==> src/rtl/core/mqtt_packet_parser_assert.svh <==
// Assertion macros shared by the packet parser RTL.
// Depends on nothing; included by modules that carry concurrent assertions.
`ifndef MQTT_PACKET_PARSER_ASSERT_SVH
`define MQTT_PACKET_PARSER_ASSERT_SVH

// Implication checked at every rising edge, disabled while reset is asserted.
`define MQP_ASSERT(label, clk, rst_n, prop, msg) \
  label: assert property (@(posedge clk) disable iff (!rst_n) (prop)) \
    else $error(msg);

// The consequence must hold in the cycle after the trigger.
`define MQP_ASSERT_NEXT(label, clk, rst_n, trig, cons, msg) \
  label: assert property (@(posedge clk) disable iff (!rst_n) (trig) |=> (cons)) \
    else $error(msg);

`endif

==> src/rtl/core/mqp_pkg.sv <==
// Types and constants for the MQTT packet parser.
// Depends on nothing; imported by mqtt_packet_parser.
package mqp_pkg;

  typedef enum logic [3:0] {
    PH_HDR     = 4'd0,
    PH_REMLEN  = 4'd1,
    PH_CONNACK = 4'd2,
    PH_SUBACK  = 4'd3,
    PH_SIMPLE  = 4'd4,
    PH_TLEN    = 4'd5,
    PH_TOPIC   = 4'd6,
    PH_PID     = 4'd7,
    PH_PAYLOAD = 4'd8,
    PH_IGNORE  = 4'd9
  } phase_e;

  typedef enum logic [2:0] {
    ROLE_HEADER  = 3'd0,
    ROLE_REMLEN  = 3'd1,
    ROLE_TLEN    = 3'd2,
    ROLE_TOPIC   = 3'd3,
    ROLE_PID     = 3'd4,
    ROLE_PAYLOAD = 3'd5,
    ROLE_ACK     = 3'd6,
    ROLE_IGNORED = 3'd7
  } role_e;

  localparam logic [1:0] STATUS_OK       = 2'd0;
  localparam logic [1:0] STATUS_BAD      = 2'd1;
  localparam logic [1:0] STATUS_NOFIELDS = 2'd2;

  localparam logic [3:0] TYPE_CONNACK  = 4'd2;
  localparam logic [3:0] TYPE_PUBLISH  = 4'd3;
  localparam logic [3:0] TYPE_PUBACK   = 4'd4;
  localparam logic [3:0] TYPE_PUBREC   = 4'd5;
  localparam logic [3:0] TYPE_PUBREL   = 4'd6;
  localparam logic [3:0] TYPE_PUBCOMP  = 4'd7;
  localparam logic [3:0] TYPE_SUBACK   = 4'd9;
  localparam logic [3:0] TYPE_UNSUBACK = 4'd11;

  // A remaining-length field may use at most this many bytes.
  localparam logic [2:0] VARINT_MAX = 3'd4;
  localparam logic [7:0] CODE_NONE  = 8'hFF;

endpackage

==> src/rtl/core/mqtt_packet_parser.sv <==
// Byte-serial parser for received MQTT 3.1.1 control packets.
// Depends on mqp_pkg and mqtt_packet_parser_assert.svh.
//
// Usage:
//   Input channel: one packet byte per transaction on rx_byte_i, with
//   end_of_packet_i high on the final byte. A transaction completes when
//   in_valid_i is high and in_stall_o is low.
//   Output channel: one result per input byte: the byte, its role, and on
//   the final byte (packet_done_o) the packet summary. Summary fields are
//   zero on every other byte. A transaction completes when out_valid_o is
//   high and out_stall_i is low.
//   Each result is registered at the edge that accepts its byte.
//   Throughput: one byte per cycle while in_stall_o is low; the parse
//   phase update and the summary are settled ahead of the result register.
//   Stall: while the result register is full and out_stall_i is high, the
//   result holds and in_stall_o is raised; otherwise a byte is taken every
//   cycle, also while a finished result is being handed over.
//   Reset: rst_ni clears the parse state to "expect fixed header" and
//   empties the result register. After each final byte the parse state
//   returns to the same reset values, ready for the next packet.
module mqtt_packet_parser
  import mqp_pkg::*;
(
  input  logic        clk_i,
  input  logic        rst_ni,
  input  logic        in_valid_i,
  output logic        in_stall_o,
  input  logic [7:0]  rx_byte_i,
  input  logic        end_of_packet_i,
  output logic        out_valid_o,
  input  logic        out_stall_i,
  output logic [2:0]  byte_role_o,
  output logic [7:0]  data_out_o,
  output logic        packet_done_o,
  output logic [3:0]  packet_type_o,
  output logic [1:0]  qos_level_o,
  output logic        dup_flag_o,
  output logic        retain_flag_o,
  output logic [15:0] packet_ident_o,
  output logic [7:0]  return_code_o,
  output logic        session_present_o,
  output logic [1:0]  status_o,
  output logic [15:0] topic_length_o
);

  `include "mqtt_packet_parser_assert.svh"

  // Parse state.
  phase_e      phase_q, phase_d;
  logic [3:0]  type_q, type_d;
  logic [3:0]  flags_q, flags_d;
  logic [2:0]  varint_q, varint_d;
  logic [15:0] field_q, field_d;
  logic [15:0] tlen_q, tlen_d;
  logic [15:0] ident_q, ident_d;
  logic [7:0]  code_q, code_d;
  logic        sess_q, sess_d;
  logic [1:0]  stat_q, stat_d;

  // Result register.
  logic        out_valid_q;
  role_e       role_q, role_d;
  logic [7:0]  data_q;
  logic        done_q;
  logic [3:0]  s_type_q, s_type_d;
  logic [1:0]  s_qos_q, s_qos_d;
  logic        s_dup_q, s_dup_d;
  logic        s_ret_q, s_ret_d;
  logic [15:0] s_id_q, s_id_d;
  logic [7:0]  s_code_q, s_code_d;
  logic        s_sess_q, s_sess_d;
  logic [1:0]  s_stat_q, s_stat_d;
  logic [15:0] s_tlen_q, s_tlen_d;

  logic        accept;
  logic [15:0] field_inc;
  logic        qos_nz;

  assign in_stall_o = out_valid_q && out_stall_i;
  assign accept     = in_valid_i && !in_stall_o;
  assign field_inc  = (field_q != 16'hFFFF) ? field_q + 16'd1 : field_q;
  assign qos_nz     = (flags_q[2:1] != 2'd0);

  // Phase update for the current byte.
  always_comb begin
    phase_d  = phase_q;
    type_d   = type_q;
    flags_d  = flags_q;
    varint_d = varint_q;
    field_d  = field_q;
    tlen_d   = tlen_q;
    ident_d  = ident_q;
    code_d   = code_q;
    sess_d   = sess_q;
    stat_d   = stat_q;
    role_d   = ROLE_IGNORED;
    case (phase_q)
      PH_HDR: begin
        role_d   = ROLE_HEADER;
        type_d   = rx_byte_i[7:4];
        flags_d  = rx_byte_i[3:0];
        varint_d = 3'd0;
        phase_d  = PH_REMLEN;
      end
      PH_REMLEN: begin
        role_d   = ROLE_REMLEN;
        varint_d = varint_q + 3'd1;
        if (!rx_byte_i[7]) begin
          field_d = 16'd0;
          case (type_q)
            TYPE_CONNACK: phase_d = PH_CONNACK;
            TYPE_PUBLISH: phase_d = PH_TLEN;
            TYPE_SUBACK:  phase_d = PH_SUBACK;
            TYPE_PUBACK, TYPE_PUBREC, TYPE_PUBREL, TYPE_PUBCOMP, TYPE_UNSUBACK:
              phase_d = PH_SIMPLE;
            default: phase_d = PH_IGNORE;
          endcase
        end else if (varint_d >= VARINT_MAX) begin
          stat_d  = STATUS_BAD;
          phase_d = PH_IGNORE;
        end
      end
      PH_CONNACK: begin
        if (field_q == 16'd0) begin
          role_d = ROLE_ACK;
          sess_d = (rx_byte_i != 8'd0);
        end else if (field_q == 16'd1) begin
          role_d = ROLE_ACK;
          code_d = rx_byte_i;
        end
        field_d = field_inc;
      end
      PH_SUBACK, PH_SIMPLE: begin
        if (field_q < 16'd2) begin
          role_d  = ROLE_PID;
          ident_d = (field_q == 16'd0) ? {rx_byte_i, 8'h00} : (ident_q | {8'h00, rx_byte_i});
        end else if (field_q == 16'd2 && phase_q == PH_SUBACK) begin
          role_d = ROLE_ACK;
          code_d = rx_byte_i;
        end
        field_d = field_inc;
      end
      PH_TLEN: begin
        role_d = ROLE_TLEN;
        if (field_q == 16'd0) begin
          tlen_d  = {rx_byte_i, 8'h00};
          field_d = 16'd1;
        end else begin
          tlen_d  = tlen_q | {8'h00, rx_byte_i};
          field_d = 16'd0;
          if (tlen_d == 16'd0) begin
            phase_d = qos_nz ? PH_PID : PH_PAYLOAD;
          end else begin
            phase_d = PH_TOPIC;
          end
        end
      end
      PH_TOPIC: begin
        role_d  = ROLE_TOPIC;
        field_d = field_inc;
        if (field_inc >= tlen_q) begin
          field_d = 16'd0;
          phase_d = qos_nz ? PH_PID : PH_PAYLOAD;
        end
      end
      PH_PID: begin
        role_d  = ROLE_PID;
        ident_d = (field_q == 16'd0) ? {rx_byte_i, 8'h00} : (ident_q | {8'h00, rx_byte_i});
        if (field_q == 16'd0) begin
          field_d = 16'd1;
        end else begin
          field_d = 16'd0;
          phase_d = PH_PAYLOAD;
        end
      end
      PH_PAYLOAD: role_d = ROLE_PAYLOAD;
      default:    role_d = ROLE_IGNORED;
    endcase
  end

  // Packet summary, taken from the state as it stands after this byte.
  always_comb begin
    logic trunc;
    logic nofields;
    trunc    = 1'b0;
    nofields = 1'b0;
    s_id_d   = 16'd0;
    s_code_d = CODE_NONE;
    s_sess_d = 1'b0;
    s_tlen_d = 16'd0;
    case (phase_d)
      PH_HDR, PH_REMLEN, PH_TLEN: trunc = 1'b1;
      PH_CONNACK: begin
        if (field_d >= 16'd2) begin
          s_code_d = code_d;
          s_sess_d = sess_d;
        end else begin
          trunc = 1'b1;
        end
      end
      PH_SUBACK: begin
        if (field_d >= 16'd2) s_id_d = ident_d;
        if (field_d >= 16'd3) s_code_d = code_d;
        else trunc = 1'b1;
      end
      PH_SIMPLE: begin
        if (field_d >= 16'd2) s_id_d = ident_d;
        else trunc = 1'b1;
      end
      PH_TOPIC, PH_PID: begin
        s_tlen_d = tlen_d;
        trunc    = 1'b1;
      end
      PH_PAYLOAD: begin
        s_tlen_d = tlen_d;
        if (flags_d[2:1] != 2'd0) s_id_d = ident_d;
      end
      default: nofields = 1'b1;
    endcase
    s_type_d = type_d;
    if (type_d == TYPE_PUBLISH) begin
      s_qos_d = flags_d[2:1];
      s_dup_d = flags_d[3];
      s_ret_d = flags_d[0];
    end else begin
      s_qos_d = 2'd0;
      s_dup_d = 1'b0;
      s_ret_d = 1'b0;
    end
    if (stat_d == STATUS_BAD || trunc) s_stat_d = STATUS_BAD;
    else if (nofields)                 s_stat_d = STATUS_NOFIELDS;
    else                               s_stat_d = STATUS_OK;
    // Only the final byte carries a summary.
    if (!end_of_packet_i) begin
      s_type_d = 4'd0;
      s_qos_d  = 2'd0;
      s_dup_d  = 1'b0;
      s_ret_d  = 1'b0;
      s_id_d   = 16'd0;
      s_code_d = 8'd0;
      s_sess_d = 1'b0;
      s_stat_d = STATUS_OK;
      s_tlen_d = 16'd0;
    end
  end

  always_ff @(posedge clk_i or negedge rst_ni) begin
    if (!rst_ni) begin
      phase_q  <= PH_HDR;
      type_q   <= 4'd0;
      flags_q  <= 4'd0;
      varint_q <= 3'd0;
      field_q  <= 16'd0;
      tlen_q   <= 16'd0;
      ident_q  <= 16'd0;
      code_q   <= CODE_NONE;
      sess_q   <= 1'b0;
      stat_q   <= STATUS_OK;
    end else if (accept) begin
      if (end_of_packet_i) begin
        phase_q  <= PH_HDR;
        type_q   <= 4'd0;
        flags_q  <= 4'd0;
        varint_q <= 3'd0;
        field_q  <= 16'd0;
        tlen_q   <= 16'd0;
        ident_q  <= 16'd0;
        code_q   <= CODE_NONE;
        sess_q   <= 1'b0;
        stat_q   <= STATUS_OK;
      end else begin
        phase_q  <= phase_d;
        type_q   <= type_d;
        flags_q  <= flags_d;
        varint_q <= varint_d;
        field_q  <= field_d;
        tlen_q   <= tlen_d;
        ident_q  <= ident_d;
        code_q   <= code_d;
        sess_q   <= sess_d;
        stat_q   <= stat_d;
      end
    end
  end

  always_ff @(posedge clk_i or negedge rst_ni) begin
    if (!rst_ni) begin
      out_valid_q <= 1'b0;
    end else if (accept) begin
      out_valid_q <= 1'b1;
    end else if (!out_stall_i) begin
      out_valid_q <= 1'b0;
    end
  end

  always_ff @(posedge clk_i) begin
    if (accept) begin
      role_q   <= role_d;
      data_q   <= rx_byte_i;
      done_q   <= end_of_packet_i;
      s_type_q <= s_type_d;
      s_qos_q  <= s_qos_d;
      s_dup_q  <= s_dup_d;
      s_ret_q  <= s_ret_d;
      s_id_q   <= s_id_d;
      s_code_q <= s_code_d;
      s_sess_q <= s_sess_d;
      s_stat_q <= s_stat_d;
      s_tlen_q <= s_tlen_d;
    end
  end

  assign out_valid_o       = out_valid_q;
  assign byte_role_o       = role_q;
  assign data_out_o        = data_q;
  assign packet_done_o     = done_q;
  assign packet_type_o     = s_type_q;
  assign qos_level_o       = s_qos_q;
  assign dup_flag_o        = s_dup_q;
  assign retain_flag_o     = s_ret_q;
  assign packet_ident_o    = s_id_q;
  assign return_code_o     = s_code_q;
  assign session_present_o = s_sess_q;
  assign status_o          = s_stat_q;
  assign topic_length_o    = s_tlen_q;

  `MQP_ASSERT(a_summary_zero, clk_i, rst_ni,
    out_valid_o && !packet_done_o |-> status_o == STATUS_OK && packet_ident_o == 16'd0
      && return_code_o == 8'd0 && topic_length_o == 16'd0 && packet_type_o == 4'd0,
    "summary fields set on a byte that does not end the packet")
  `MQP_ASSERT_NEXT(a_restart, clk_i, rst_ni, accept && end_of_packet_i,
    phase_q == PH_HDR && stat_q == STATUS_OK,
    "parse state not returned to fixed header after the final byte")
  `MQP_ASSERT(a_flags_publish, clk_i, rst_ni,
    out_valid_o && packet_type_o != TYPE_PUBLISH |-> qos_level_o == 2'd0
      && !dup_flag_o && !retain_flag_o,
    "publish flags reported for a packet that is not PUBLISH")
  `MQP_ASSERT_NEXT(a_header_role, clk_i, rst_ni, accept && phase_q == PH_HDR,
    out_valid_o && byte_role_o == ROLE_HEADER,
    "first byte of a packet not tagged as fixed header")

endmodule

==> config.mk <==
export PLATFORM = sky130hd
export DESIGN_NAME = mqtt_packet_parser
export DESIGN_NICKNAME = d
export VERILOG_FILES = /design/src/rtl/core/mqp_pkg.sv /design/src/rtl/core/mqtt_packet_parser.sv
export VERILOG_INCLUDE_DIRS = /design/src /design/src/rtl/core
export SDC_FILE = /design/constraint.sdc
export NUM_CORES = 1
export LEC_CHECK = 0
export BUFFER_PORTS_ARGS = -buffer_cell sky130_fd_sc_hd__buf_2
export CAP_MARGIN = 5
export CORE_ASPECT_RATIO = 0.75
export CORE_MARGIN = 2
export CORE_UTILIZATION = 40
export CTS_BUF_LIST = sky130_fd_sc_hd__clkbuf_8
export DETAILED_ROUTE_END_ITERATION = 12
export GPL_ROUTABILITY_DRIVEN = 0
export HOLD_SLACK_MARGIN = 0.06
export MAX_ROUTING_LAYER = met4
export PLACE_DENSITY = 0.63
export SETUP_SLACK_MARGIN = 0.4
export SLEW_MARGIN = 5
export SYNTH_ARGS = -nofsm -noshare
export SYNTH_HDL_FRONTEND = slang
export SYNTH_SLANG_ARGS = --single-unit
==> constraint.sdc <==
create_clock -name clk_i -period 5.6 [get_ports clk_i]
set_input_delay 0 -clock clk_i [delete_from_list [all_inputs] [get_ports clk_i]]
set_output_delay 0 -clock clk_i [all_outputs]
set_load 0.005 [all_outputs]
==> impl_metrics.env, run 1 <==
export IMPL_worst_pin_slew_ns=1.271
export IMPL_synthSimpleGateAreaFrac_pct=21.34
export IMPL_max_freq_mhz=207.3
export IMPL_power_density_nw_per_um2=386.6
export IMPL_cp_max_fo=16
export IMPL_setup_tns_ns=0
export IMPL_drv_cap=0
export IMPL_clock_root_buffer="clkbuf_8"
export IMPL_synth_seq_area_share_pct=48.63
export IMPL_final_util_pct=46.24
export IMPL_drt_iter0_drc=803
export IMPL_clock_sinks=138
export IMPL_run_status="finished, final reports clean"
export IMPL_synth_top_area_cell="edfxtp_1"
export IMPL_power_share_sequential_pct=39.0
export IMPL_p_leak_nw=3.694
export IMPL_multi_input_area_um2=3647
export IMPL_power_frac_comb_pct=35.4
export IMPL_crit_buf_inv=1
export IMPL_max_slew_margin_rel_pct=14.95
export IMPL_min_period_ns=4.824
export IMPL_synthAdderAreaFrac_pct=3.382
export IMPL_setup_violations=0
export IMPL_cts_htree_levels=4
export IMPL_cts_post_setup_buffers_inserted=0
export IMPL_start_util_pct=40.44
export IMPL_critical_path_top_delay_family="simple AND/OR/NAND/NOR gates"
export IMPL_syn_nets=875
export IMPL_synth_edf_count=63
export IMPL_antenna_found_initial=0
export IMPL_syn_area_um2=7770
export IMPL_grt_usage_pct=22.17
export IMPL_yosys_area_top_type_share_pct=24.35
export IMPL_synthTopCellsByArea="edfxtp_1, dfrtp_1, nand2_1, a21oi_1, o21ai_0"
export IMPL_cts_inserted_buffers=17
export IMPL_routedWlPerCell_um=18.58
export IMPL_drc=0
export IMPL_cp_end_kind="register"
export IMPL_drv_slew=0
export IMPL_synth_seq_cells=138
export IMPL_dieHeight_um=124.7
export IMPL_avgViaCountPerCell=5.741
export IMPL_path_clk_slew_ns=0.10
export IMPL_p_switching_mw=1.378
export IMPL_period_share_pct=86.14
export IMPL_fill_cells=1832
export IMPL_seq_area_um2=3779
export IMPL_drive_gt1_share_pct=17.35
export IMPL_ir_drop_uv=155.6
export IMPL_clockBufferDepth=2
export IMPL_muxShareOfSynthArea_pct=2.126
export IMPL_switching_share_pct=40.13
export IMPL_criticalPathCategory="reg2reg"
export IMPL_insertion_delay_ns=0.46
export IMPL_timing_hold_violations_final=0
export IMPL_hold_path_class="in2reg"
export IMPL_rsz0062_at_grt="no"
export IMPL_syn_to_final_growth_pct=14.35
export IMPL_cpMaxStageDelayCell="dfrtp_1"
export IMPL_path_cells="and2_1 > nand4_4 > o21a_1 > or3_4 > ha_1 > nand4_1 > nor4_1 > o31ai_2 > a31oi_2 > a211oi_1 > o32ai_1 > nand3_1 > a32oi_4 > buf_4 > nor3_1"
export IMPL_drt_wl_total_um=21830
export IMPL_diodes=0
export IMPL_cts_tree="done"
export IMPL_row_count=44
export IMPL_final_nets=943
export IMPL_hpwl_um=14580
export IMPL_grt_ovfl_total=0
export IMPL_startpoint_type="register"
export IMPL_yosys_warnings=0
export IMPL_grt_pass1_wl_um=34470
export IMPL_clock_power_share_pct=25.6
export IMPL_port_buffers=77
export IMPL_syn_area_per_cell_um2=9.239
export IMPL_die_w_um=164.9
export IMPL_ant_nets=0
export IMPL_p_int_mw=2.056
export IMPL_dieArea_um2=20570
export IMPL_synthCells=841
export IMPL_yosysUniqueCellTypes=73
export IMPL_cpPeakStageDelay_ns=0.52
export IMPL_synth_xor_area_share_pct=1.465
export IMPL_ios=78
export IMPL_coreArea_um2=19210
export IMPL_synth_compound_area_share_pct=18.31
export IMPL_synthArstFlopShare_pct=54.35
export IMPL_firstDrtPassIters=5
export IMPL_grt_pass1_vias=6120
export IMPL_cp_required_ns=5.81
export IMPL_place_area_um2=8351
export IMPL_arrival_ns=5.04
export IMPL_finClkSkew_ns=0.01779
export IMPL_dr_total_vias=6746
export IMPL_synth_top_family_by_area="simple AND/OR/NAND/NOR gates"
export IMPL_total_power_mw=3.435
export IMPL_grt_max_degree=76
export IMPL_synth_flop_cell="dfrtp_1"
export IMPL_finalInstanceArea_um2=8885
[cell usage after synthesis, types with 11 or more instances]
cell type / n
nand4_1: 12
buf_2: 11
nor2b_1: 15
o21ai_0: 57
a22oi_1: 14
clkbuf_1: 35
mux2i_1: 14
edfxtp_1: 63
a31oi_1: 13
ha_1: 21
nor2_1: 73
dfrtp_1: 67
nor3_1: 22
nand2_1: 127
a21oi_1: 81
inv_1: 32
nand3_1: 16
[layout by cell type, fill, tap and decap left out, types with 11 or more instances in the layout]
master	synthesis	final
a21oi_1	81	81
clkbuf_8	0	17
a22oi_1	14	14
o21ai_0	57	57
buf_2	11	76
edfxtp_1	63	63
nor2_1	73	73
nor2b_1	15	15
ha_1	21	21
mux2i_1	14	14
dfrtp_1	67	67
a31oi_1	13	12
nand4_1	12	12
buf_4	0	15
nand3_1	16	16
nand2_1	127	127
inv_1	32	32
nor3_1	22	22
dlygate4sd3_1	0	11
[per-stage QoR]
step | worst slack (ns) | std cells | hold slack, ns
after global routing | 0.4226 | 1175 | 0.09003
after floorplan | 1.490 | 841 | -0.2956
after CTS | 0.6238 | 1175 | 0.07030
final | 0.7760 | 1175 | 0.08819
after detailed placement | 0.6351 | 1132 | 0.2172
after global placement | 0.8270 | 1132 | 0.2110
[sequential cells by signal (all words and copies together) (netlist names), 2 cells and up]
register and count:
phase_q 4, packet_ident_o 16, tlen_q 16, qos_level_o 2
byte_role_o 3, packet_type_o 4, return_code_o 8, code_q 8
field_q 16, data_out_o 8, varint_q 3, type_q 4
flags_q 4, ident_q 16, stat_q 2, status_o 2
topic_length_o 16
[final timing paths]
kind	startpoint	end	slack (ns)	cells past startpoint
min in group asynchronous	rst_ni	field_q[6]$_DFFE_PN0P_	0.25	2
setup / recovery	field_q[1]$_DFFE_PN0P_	packet_ident_o[5]$_SDFFCE_PN0P_	0.78	15
hold reg to reg	ident_q[10]$_DFFE_PN0P_	ident_q[10]$_DFFE_PN0P_	0.49	2
hold / removal	end_of_packet_i	packet_done_o$_DFFE_PP_	0.09	1
setup reg to reg	field_q[1]$_DFFE_PN0P_	packet_ident_o[5]$_SDFFCE_PN0P_	0.78	15
max in group asynchronous	rst_ni	stat_q[1]$_DFFE_PN0P_	4.68	2
[cell type report]
cell class | instances | share of cell area [%]
flip-flops and latches | 138 | 42.53
repair buffers | 102 | 6.788
well taps | 253 | 3.563
clock inverters | 15 | 2.000
inverters | 34 | 1.436
clock buffers | 17 | 2.633
multi-input cells | 616 | 41.05
[what timing repair did]
action | 4_1_cts | 5_1_grt
endpoints found under the hold margin | 105 | 0
resized for setup | 0 | 3
endpoints found under the setup margin | 0 | 17
hold buffers | 11 | 0
[cell families (layout without fill, tap and decap cells)]
group / after synthesis / count (layout)
DFF: 138 / 138
muxes: 16 / 16
adders and majority gates: 21 / 21
buffers and inverters: 87 / 168
and+or+nand+nor: 334 / 334
AOI/OAI and AO/OA: 232 / 232
xor gates and xnor gates: 13 / 13
[power by group through the flow]
stage	combinational, mW	clock (mW)	sequential [mW]
floorplan	0.882	0	1.31
global placement	1.17	0	1.35
detailed placement	1.17	0	1.36
CTS	1.19	0.891	1.34
global route	1.36	0.937	1.36
finish	1.21	0.879	1.34
[worst reg2reg max path, cell delays in order, from the launching register on]
cell	delay [ns]
dfrtp_1	0.52
and2_1	0.43
nand4_4	0.21
o21a_1	0.23
or3_4	0.36
ha_1	0.30
nand4_1	0.17
nor4_1	0.33
o31ai_2	0.17
a31oi_2	0.37
a211oi_1	0.10
o32ai_1	0.47
nand3_1	0.26
a32oi_4	0.27
buf_4	0.29
nor3_1	0.12
[metal layers]
metal  share of wire, %  GRT usage [%]  up-vias
li1                   -              -     3175
met3                7.6          4.262       20
met2                 41          29.21      294
met4               0.97          5.013        0
met1                 50          34.73     3257
met5                  0              -        -
No activity file was read; power rests on OpenSTA's default activity.
==> run 2, diff against run 1 <==
--- a/config.mk
+++ b/config.mk
@@ -6,6 +6,7 @@
 export SDC_FILE = /design/constraint.sdc
 export NUM_CORES = 1
 export LEC_CHECK = 0
+export ABC_AREA = 1
 export BUFFER_PORTS_ARGS = -buffer_cell sky130_fd_sc_hd__buf_2
 export CAP_MARGIN = 5
 export CORE_ASPECT_RATIO = 0.75
==> run 2 against run 1 <==
Compared with the run above:
- core utilization increased by 0.11 points
- combinational power rose by 30%
- via count is 0.86% lower
- largest power group is now combinational cells
- area after synthesis grew 1.2%
- critical path type unchanged
- worst hold slack improved by 0.14 ns
==> impl_metrics.env, run 2 <==
export IMPL_grt_pass1_vias=6248
export IMPL_grt_ovfl_total=0
export IMPL_hold_path_cell_count=7
export IMPL_drt_iter0_drc=704
export IMPL_criticalPathCategory="reg2reg"
export IMPL_final_util_pct=46.35
export IMPL_synth_seq_area_share_pct=48.04
export IMPL_dr_total_vias=6688
export IMPL_hpwl_um=14630
export IMPL_coreArea_um2=19320
export IMPL_p_leak_nw=4.136
export IMPL_syn_area_per_cell_um2=8.177
export IMPL_grt_max_degree=73
export IMPL_clockBufferDepth=2
export IMPL_yosys_warnings=0
export IMPL_cp_end_kind="register"
export IMPL_setup_violations=0
export IMPL_cpMostUsedCell="nand2_1"
export IMPL_cts_htree_levels=4
export IMPL_path_clk_slew_ns=0.09
export IMPL_antenna_found_initial=0
export IMPL_start_util_pct=40.71
export IMPL_drv_slew=0
export IMPL_yosysUniqueCellTypes=45
export IMPL_timing_hold_violations_final=0
export IMPL_drt_wl_total_um=20680
export IMPL_clock_sinks=138
export IMPL_ant_nets=0
export IMPL_setup_tns_ns=0
export IMPL_synth_edf_count=63
export IMPL_drive_gt1_share_pct=19.13
export IMPL_firstDrtPassIters=6
export IMPL_synth_top_area_cell="edfxtp_1"
export IMPL_path_cells="ha_1 > nand2_1 > nor2_2 > nand4_1 > xor2_1 > inv_1 > ha_1 > nand4_1 > nor2_1 > nor2_1 > nand2_1 > nand2_1 > nand3_1 > nand2_4 > nand2_1 > nand2_1 > nor2_1 > nand2_1 > nor2_4 > nand2_2 > nand2_2 > inv_2 > o21ai_4 > nor2_1"
export IMPL_die_w_um=165.9
export IMPL_syn_to_final_growth_pct=13.85
export IMPL_cp_max_fo=16
export IMPL_ios=78
export IMPL_post_cts_resized=0
export IMPL_r2r_cells=24
export IMPL_period_share_pct=84.09
export IMPL_finClkSkew_ns=0.01602
export IMPL_arrival_ns=4.90
export IMPL_synthCells=962
export IMPL_dieArea_um2=20820
export IMPL_insertion_delay_ns=0.47
export IMPL_fill_cells=1849
export IMPL_synth_seq_cells=138
export IMPL_layout_cells_non_filler=1314
export IMPL_use_met2_pct=27.63
export IMPL_finalHoldWorstSlack_ns=0.2294
export IMPL_grt_most_used_layer="met1"
export IMPL_run_status="finished, final reports clean"
export IMPL_cpPeakStageDelay_ns=0.70
export IMPL_yosys_top_cells_count="nand2_1, inv_1, nor2_1, dfrtp_1"
export IMPL_avgViaCountPerCell=5.090
export IMPL_power_density_nw_per_um2=401.4
export IMPL_grtUsageMet1_pct=32.49
export IMPL_dieHeight_um=125.4
export IMPL_max_slew_margin_rel_pct=24.26
export IMPL_final_common_cell="nand2_1"
export IMPL_cpMaxStageDelayCell="o21ai_4"
export IMPL_synth_flop_cell="dfrtp_1"
export IMPL_cts_inserted_buffers=17
export IMPL_diodes=0
export IMPL_final_cell_mix="nand2_1, inv_1, nor2_1"
export IMPL_synthTopCellsByArea="edfxtp_1, dfrtp_1, nand2_1, inv_1, nor2_1"
export IMPL_cts_tree="done"
export IMPL_startpoint_type="register"
export IMPL_max_freq_mhz=212.4
export IMPL_drv_cap=0
export IMPL_port_buffers=77
export IMPL_drc=0
export IMPL_clock_root_buffer="clkbuf_8"
export IMPL_final_nets=1082
export IMPL_hold_path_class="in2reg"
export IMPL_grt_usage_pct=21.23
export IMPL_syn_area_um2=7866
export IMPL_synth_most_common_cell="nand2_1"
export IMPL_dpl_cell_count=1269
export IMPL_routedWlPerCell_um=15.74
export IMPL_ir_drop_uv=173.1
export IMPL_cp_required_ns=5.80
export IMPL_grt_pass1_wl_um=33840
export IMPL_syn_nets=996
export IMPL_synthArstFlopShare_pct=54.35
export IMPL_worst_pin_slew_ns=1.136
export IMPL_grt_use_met3_pct=4.970
export IMPL_row_count=44
export IMPL_rsz0062_at_grt="no"
export IMPL_min_period_ns=4.709
export IMPL_yosys_area_top_type_share_pct=24.05
==> run 2: cell types whose count changed after synthesis, moves of 15 or more <==
cell / previous run / this run
inv_1: 32 / 133
nand2_1: 127 / 206
a21oi_1: 81 / 24
nor2_1: 73 / 130
o22ai_1: 10 / 43
nand3_1: 16 / 40
nand2_2: 0 / 21
nor3_1: 22 / 4
clkbuf_1: 35 / 19
nor2_4: 0 / 16
inv_2: 0 / 15
nor2b_1: 15 / 0
==> run 2: metrics by stage <==
| step | worst slack (ns) | area (µm²) | total power, mW |
|---|---|---|---|
| after floorplan | 2.002 | 7866 | 2.483 |
| after global placement | 1.083 | 8476 | 2.837 |
| after detailed placement | 0.9449 | 8476 | 2.841 |
| after CTS | 0.9278 | 8956 | 3.599 |
| after global routing | 0.4327 | 8956 | 3.861 |
| final | 0.8912 | 8956 | 3.595 |
==> run 2: area by class of cell <==
| type | count | area [µm²] | area share (%) |
|---|---|---|---|
| flip-flops and latches | 138 | 3779 | 42.19 |
| multi-input cells | 644 | 3372 | 37.65 |
| repair buffers | 97 | 570.5 | 6.370 |
| inverters | 150 | 568.0 | 6.343 |
| well taps | 253 | 316.6 | 3.535 |
| clock buffers | 17 | 234.0 | 2.612 |
| clock inverters | 15 | 116.4 | 1.299 |
==> run 2: repair_timing <==
action | in CTS | in global routing
buffers inserted | 0 | 0
endpoints found under the hold margin | 95 | 0
hold buffers | 13 | 0
==> run 2: cell families (layout without fill, tap and decap cells) <==
group / after synthesis / after routing / synth area share, %
adders and majority gates: 21 / 21 / 3.340
AOI/OAI and AO/OA: 157 / 157 / 11.71
and+or+nand+nor: 453 / 453 / 26.18
xor gates and xnor gates: 10 / 10 / 1.113
buffers and inverters: 180 / 279 / 9.194
DFF: 138 / 138 / 48.04
muxes: 3 / 3 / 0.4294
==> run 2: final timing paths <==
| kind | from | to | slack [ns] |
|---|---|---|---|
| min in group asynchronous | rst_ni | field_q[10]$_DFFE_PN0P_ | 0.31 |
| max in group asynchronous | rst_ni | tlen_q[0]$_DFFE_PN0P_ | 4.65 |
| min reg2reg | varint_q[0]$_DFFE_PN0P_ | varint_q[0]$_DFFE_PN0P_ | 0.49 |
| min | in_valid_i | stat_q[0]$_DFFE_PN0P_ | 0.23 |
| max | field_q[0]$_DFFE_PN0P_ | packet_ident_o[1]$_SDFFCE_PN0P_ | 0.89 |
| max reg2reg | field_q[0]$_DFFE_PN0P_ | packet_ident_o[1]$_SDFFCE_PN0P_ | 0.89 |
==> run 2: metal layers <==
metal,part of all wire (%),wire length [µm]
met1,51,10560
met2,40,8178
met3,8.0,1664
met4,1.3,276
met5,0,0
==> run 2: power breakdown <==
group	switching (mW)	total, mW	internal (mW)
combinational	1.13	1.57	0.438
sequential	0.0791	1.28	1.20
clock	0.403	0.745	0.343
total	1.61	3.60	1.98
==> run 2: worst max-delay path: cells and delay by family (launching register included) <==
| kind | cells | cell delay (ns) |
|---|---|---|
| adder cells (fa/ha/maj) | 2 | 0.52 |
| XOR/XNOR | 1 | 0.35 |
| buffers and inverters | 2 | 0.11 |
| flip-flops | 1 | 0.46 |
| AND/OR/NAND/NOR | 18 | 2.27 |
| AO/OA/AOI/OAI | 1 | 0.70 |
==> run 3, diff against run 2 <==
==> constraint.sdc (replaced) <==
create_clock -name clk_i -period 4.4 [get_ports clk_i]
set_input_delay 0 -clock clk_i [delete_from_list [all_inputs] [get_ports clk_i]]
set_output_delay 0 -clock clk_i [all_outputs]
set_load 0.005 [all_outputs]
==> run 3 against run 2 <==
Compared with the run above:
- maximum frequency rose by 22%
- design area up 4.4%
- power is 36% higher
- highest routed layer unchanged
==> impl_metrics.env, run 3 (synthesized netlist as in run 2, its figures left out) <==
export IMPL_grt_pass1_wl_um=34260
export IMPL_setup_violations=0
export IMPL_total_power_mw=4.877
export IMPL_die_w_um=165.9
export IMPL_ir_drop_uv=268.8
export IMPL_final_cell_mix="nand2_1, inv_1, nor2_1"
export IMPL_routedWlPerCell_um=16.13
export IMPL_path_clk_slew_ns=0.09
export IMPL_cts_htree_levels=4
export IMPL_drv_slew=0
export IMPL_criticalPathCategory="reg2reg"
export IMPL_layout_cells_non_filler=1334
export IMPL_port_buffers=77
export IMPL_start_util_pct=40.71
export IMPL_dieArea_um2=20820
export IMPL_diodes=0
export IMPL_max_slew_margin_rel_pct=41.99
export IMPL_cts_tree="done"
export IMPL_grt_ovfl_total=0
export IMPL_place_ws_ns=0.2609
export IMPL_final_common_cell="nand2_1"
export IMPL_ant_nets=0
export IMPL_r2r_setup_slack_ns=0.53
export IMPL_clock_root_buffer="clkbuf_8"
export IMPL_timing_hold_violations_final=0
export IMPL_r2r_cells=25
export IMPL_drive_gt1_share_pct=23.77
export IMPL_coreArea_um2=19320
export IMPL_arrival_ns=4.09
export IMPL_p_leak_nw=4.312
export IMPL_clockBufferDepth=2
export IMPL_firstDrtPassIters=5
export IMPL_grt_pass1_vias=6211
export IMPL_hold_path_class="in2reg"
export IMPL_run_status="finished, final reports clean"
export IMPL_finClkSkew_ns=0.01688
export IMPL_fill_cells=1862
export IMPL_final_nets=1102
export IMPL_clock_sinks=138
export IMPL_dr_total_vias=6793
export IMPL_max_freq_mhz=258.1
export IMPL_cp_endpoint="packet_ident_o[13]$_SDFFCE_PN0P_"
export IMPL_grt_usage_pct=21.60
export IMPL_row_count=44
export IMPL_dieHeight_um=125.4
export IMPL_syn_to_final_growth_pct=18.82
export IMPL_ios=78
export IMPL_drv_cap=0
export IMPL_drt_wl_total_um=21520
export IMPL_period_share_pct=88.07
export IMPL_hpwl_um=15010
export IMPL_finalWorstSetupSlack_ns=0.5251
export IMPL_drc=0
export IMPL_worst_pin_slew_ns=0.8702
export IMPL_power_density_nw_per_um2=521.8
export IMPL_insertion_delay_ns=0.47
export IMPL_cp_max_fo=14
export IMPL_startpoint_type="register"
export IMPL_dpl_cell_count=1275
export IMPL_cts_inserted_buffers=17
export IMPL_worstSetupStartpoint="field_q[1]$_DFFE_PN0P_"
export IMPL_drt_iter0_drc=743
export IMPL_antenna_found_initial=0
export IMPL_reg2reg_to="packet_ident_o[13]$_SDFFCE_PN0P_"
export IMPL_finalHoldWorstSlack_ns=0.2922
export IMPL_cp_end_kind="register"
export IMPL_rsz0062_at_grt="no"
export IMPL_cp_required_ns=4.62
export IMPL_min_period_ns=3.875
export IMPL_avgViaCountPerCell=5.092
export IMPL_r2r_start="field_q[1]$_DFFE_PN0P_"
export IMPL_setup_tns_ns=0
export IMPL_grt_max_degree=74
==> run 3: cell types whose count changed in the layout (fill, tap and decap cells not counted), sizes merged <==
| cell | change |
|---|---|
| inv | -1 |
| clkbuf | +1 |
| clkinvlp | -2 |
| buf | +19 |
| clkinv | +2 |
| bufinv | +1 |
==> run 3: worst min-delay path by stage <==
stage	from	endpoint	cells after the start
floorplan	rst_ni	field_q[0]$_DFFE_PN0P_	0
global placement	rst_ni	varint_q[1]$_DFFE_PN0P_	1
detailed placement	rst_ni	varint_q[1]$_DFFE_PN0P_	1
CTS	in_valid_i	stat_q[0]$_DFFE_PN0P_	7
global route	in_valid_i	ident_q[3]$_DFFE_PN0P_	7
finish	in_valid_i	ident_q[3]$_DFFE_PN0P_	7
==> run 3: layout make-up <==
type	instances	area, µm²	share of cell area (%)
tap	253	316.6	3.387
multi-input combinational	644	3537	37.84
clock inverter	15	138.9	1.486
timing repair buffer	117	763.2	8.166
inverter	150	568.0	6.078
clock buffer	17	234.0	2.503
sequential	138	3789	40.54
==> run 3: timing repair <==
| action | CTS | global route |
|---|---|---|
| endpoints found under the setup margin | 24 | 43 |
| cloned | 0 | 1 |
| hold buffers | 14 | 0 |
| setup buffers | 3 | 9 |
| pin swaps | 1 | 18 |
| resized for setup | 1 | 47 |
| endpoints found under the hold margin | 74 | 0 |
==> run 3: through the flow <==
step                utilization (%)  cell area, µm²
floorplan                         -            7866
global placement              44.16            8533
detailed placement            44.16            8533
CTS                           47.02            9086
global route                  48.37            9346
finish                        48.37            9346
==> run 3: worst max-delay path, stage by stage (launching register included) <==
cell and delay (ns):
dfrtp_2 0.41, ha_4 0.17, nand2_2 0.08, nor2_4 0.17, nand3_2 0.13, nor2_4 0.16
buf_4 0.13, nand2_1 0.05, o21a_1 0.15, ha_1 0.29, nand4_1 0.13, a21oi_2 0.19
nor2_4 0.09, nand3_4 0.12, nand2_8 0.11, nand2_1 0.08, nand2_1 0.09, nor2_4 0.17
nand2_4 0.09, nor2_4 0.15, nand2_2 0.06, nand2_2 0.06, inv_2 0.05, o21ai_4 0.24
clkbuf_16 0.24, nor2_4 0.03
==> run 3: metal layers <==
metal  wire length (µm)  global-route usage (%)
met5                  0                       -
met4                208                   4.757
met3               1458                   4.527
met2               8781                   28.66
met1              11070                   33.40
==> run 3: report_power, final <==
group	switching [mW]	leakage (nW)	total [mW]	internal, mW
Clock	0.504	0.193	0.998	0.494
Sequential	0.0961	1.60	1.63	1.53
Combinational	1.56	2.51	2.25	0.696
Total	2.16	4.31	4.88	2.72
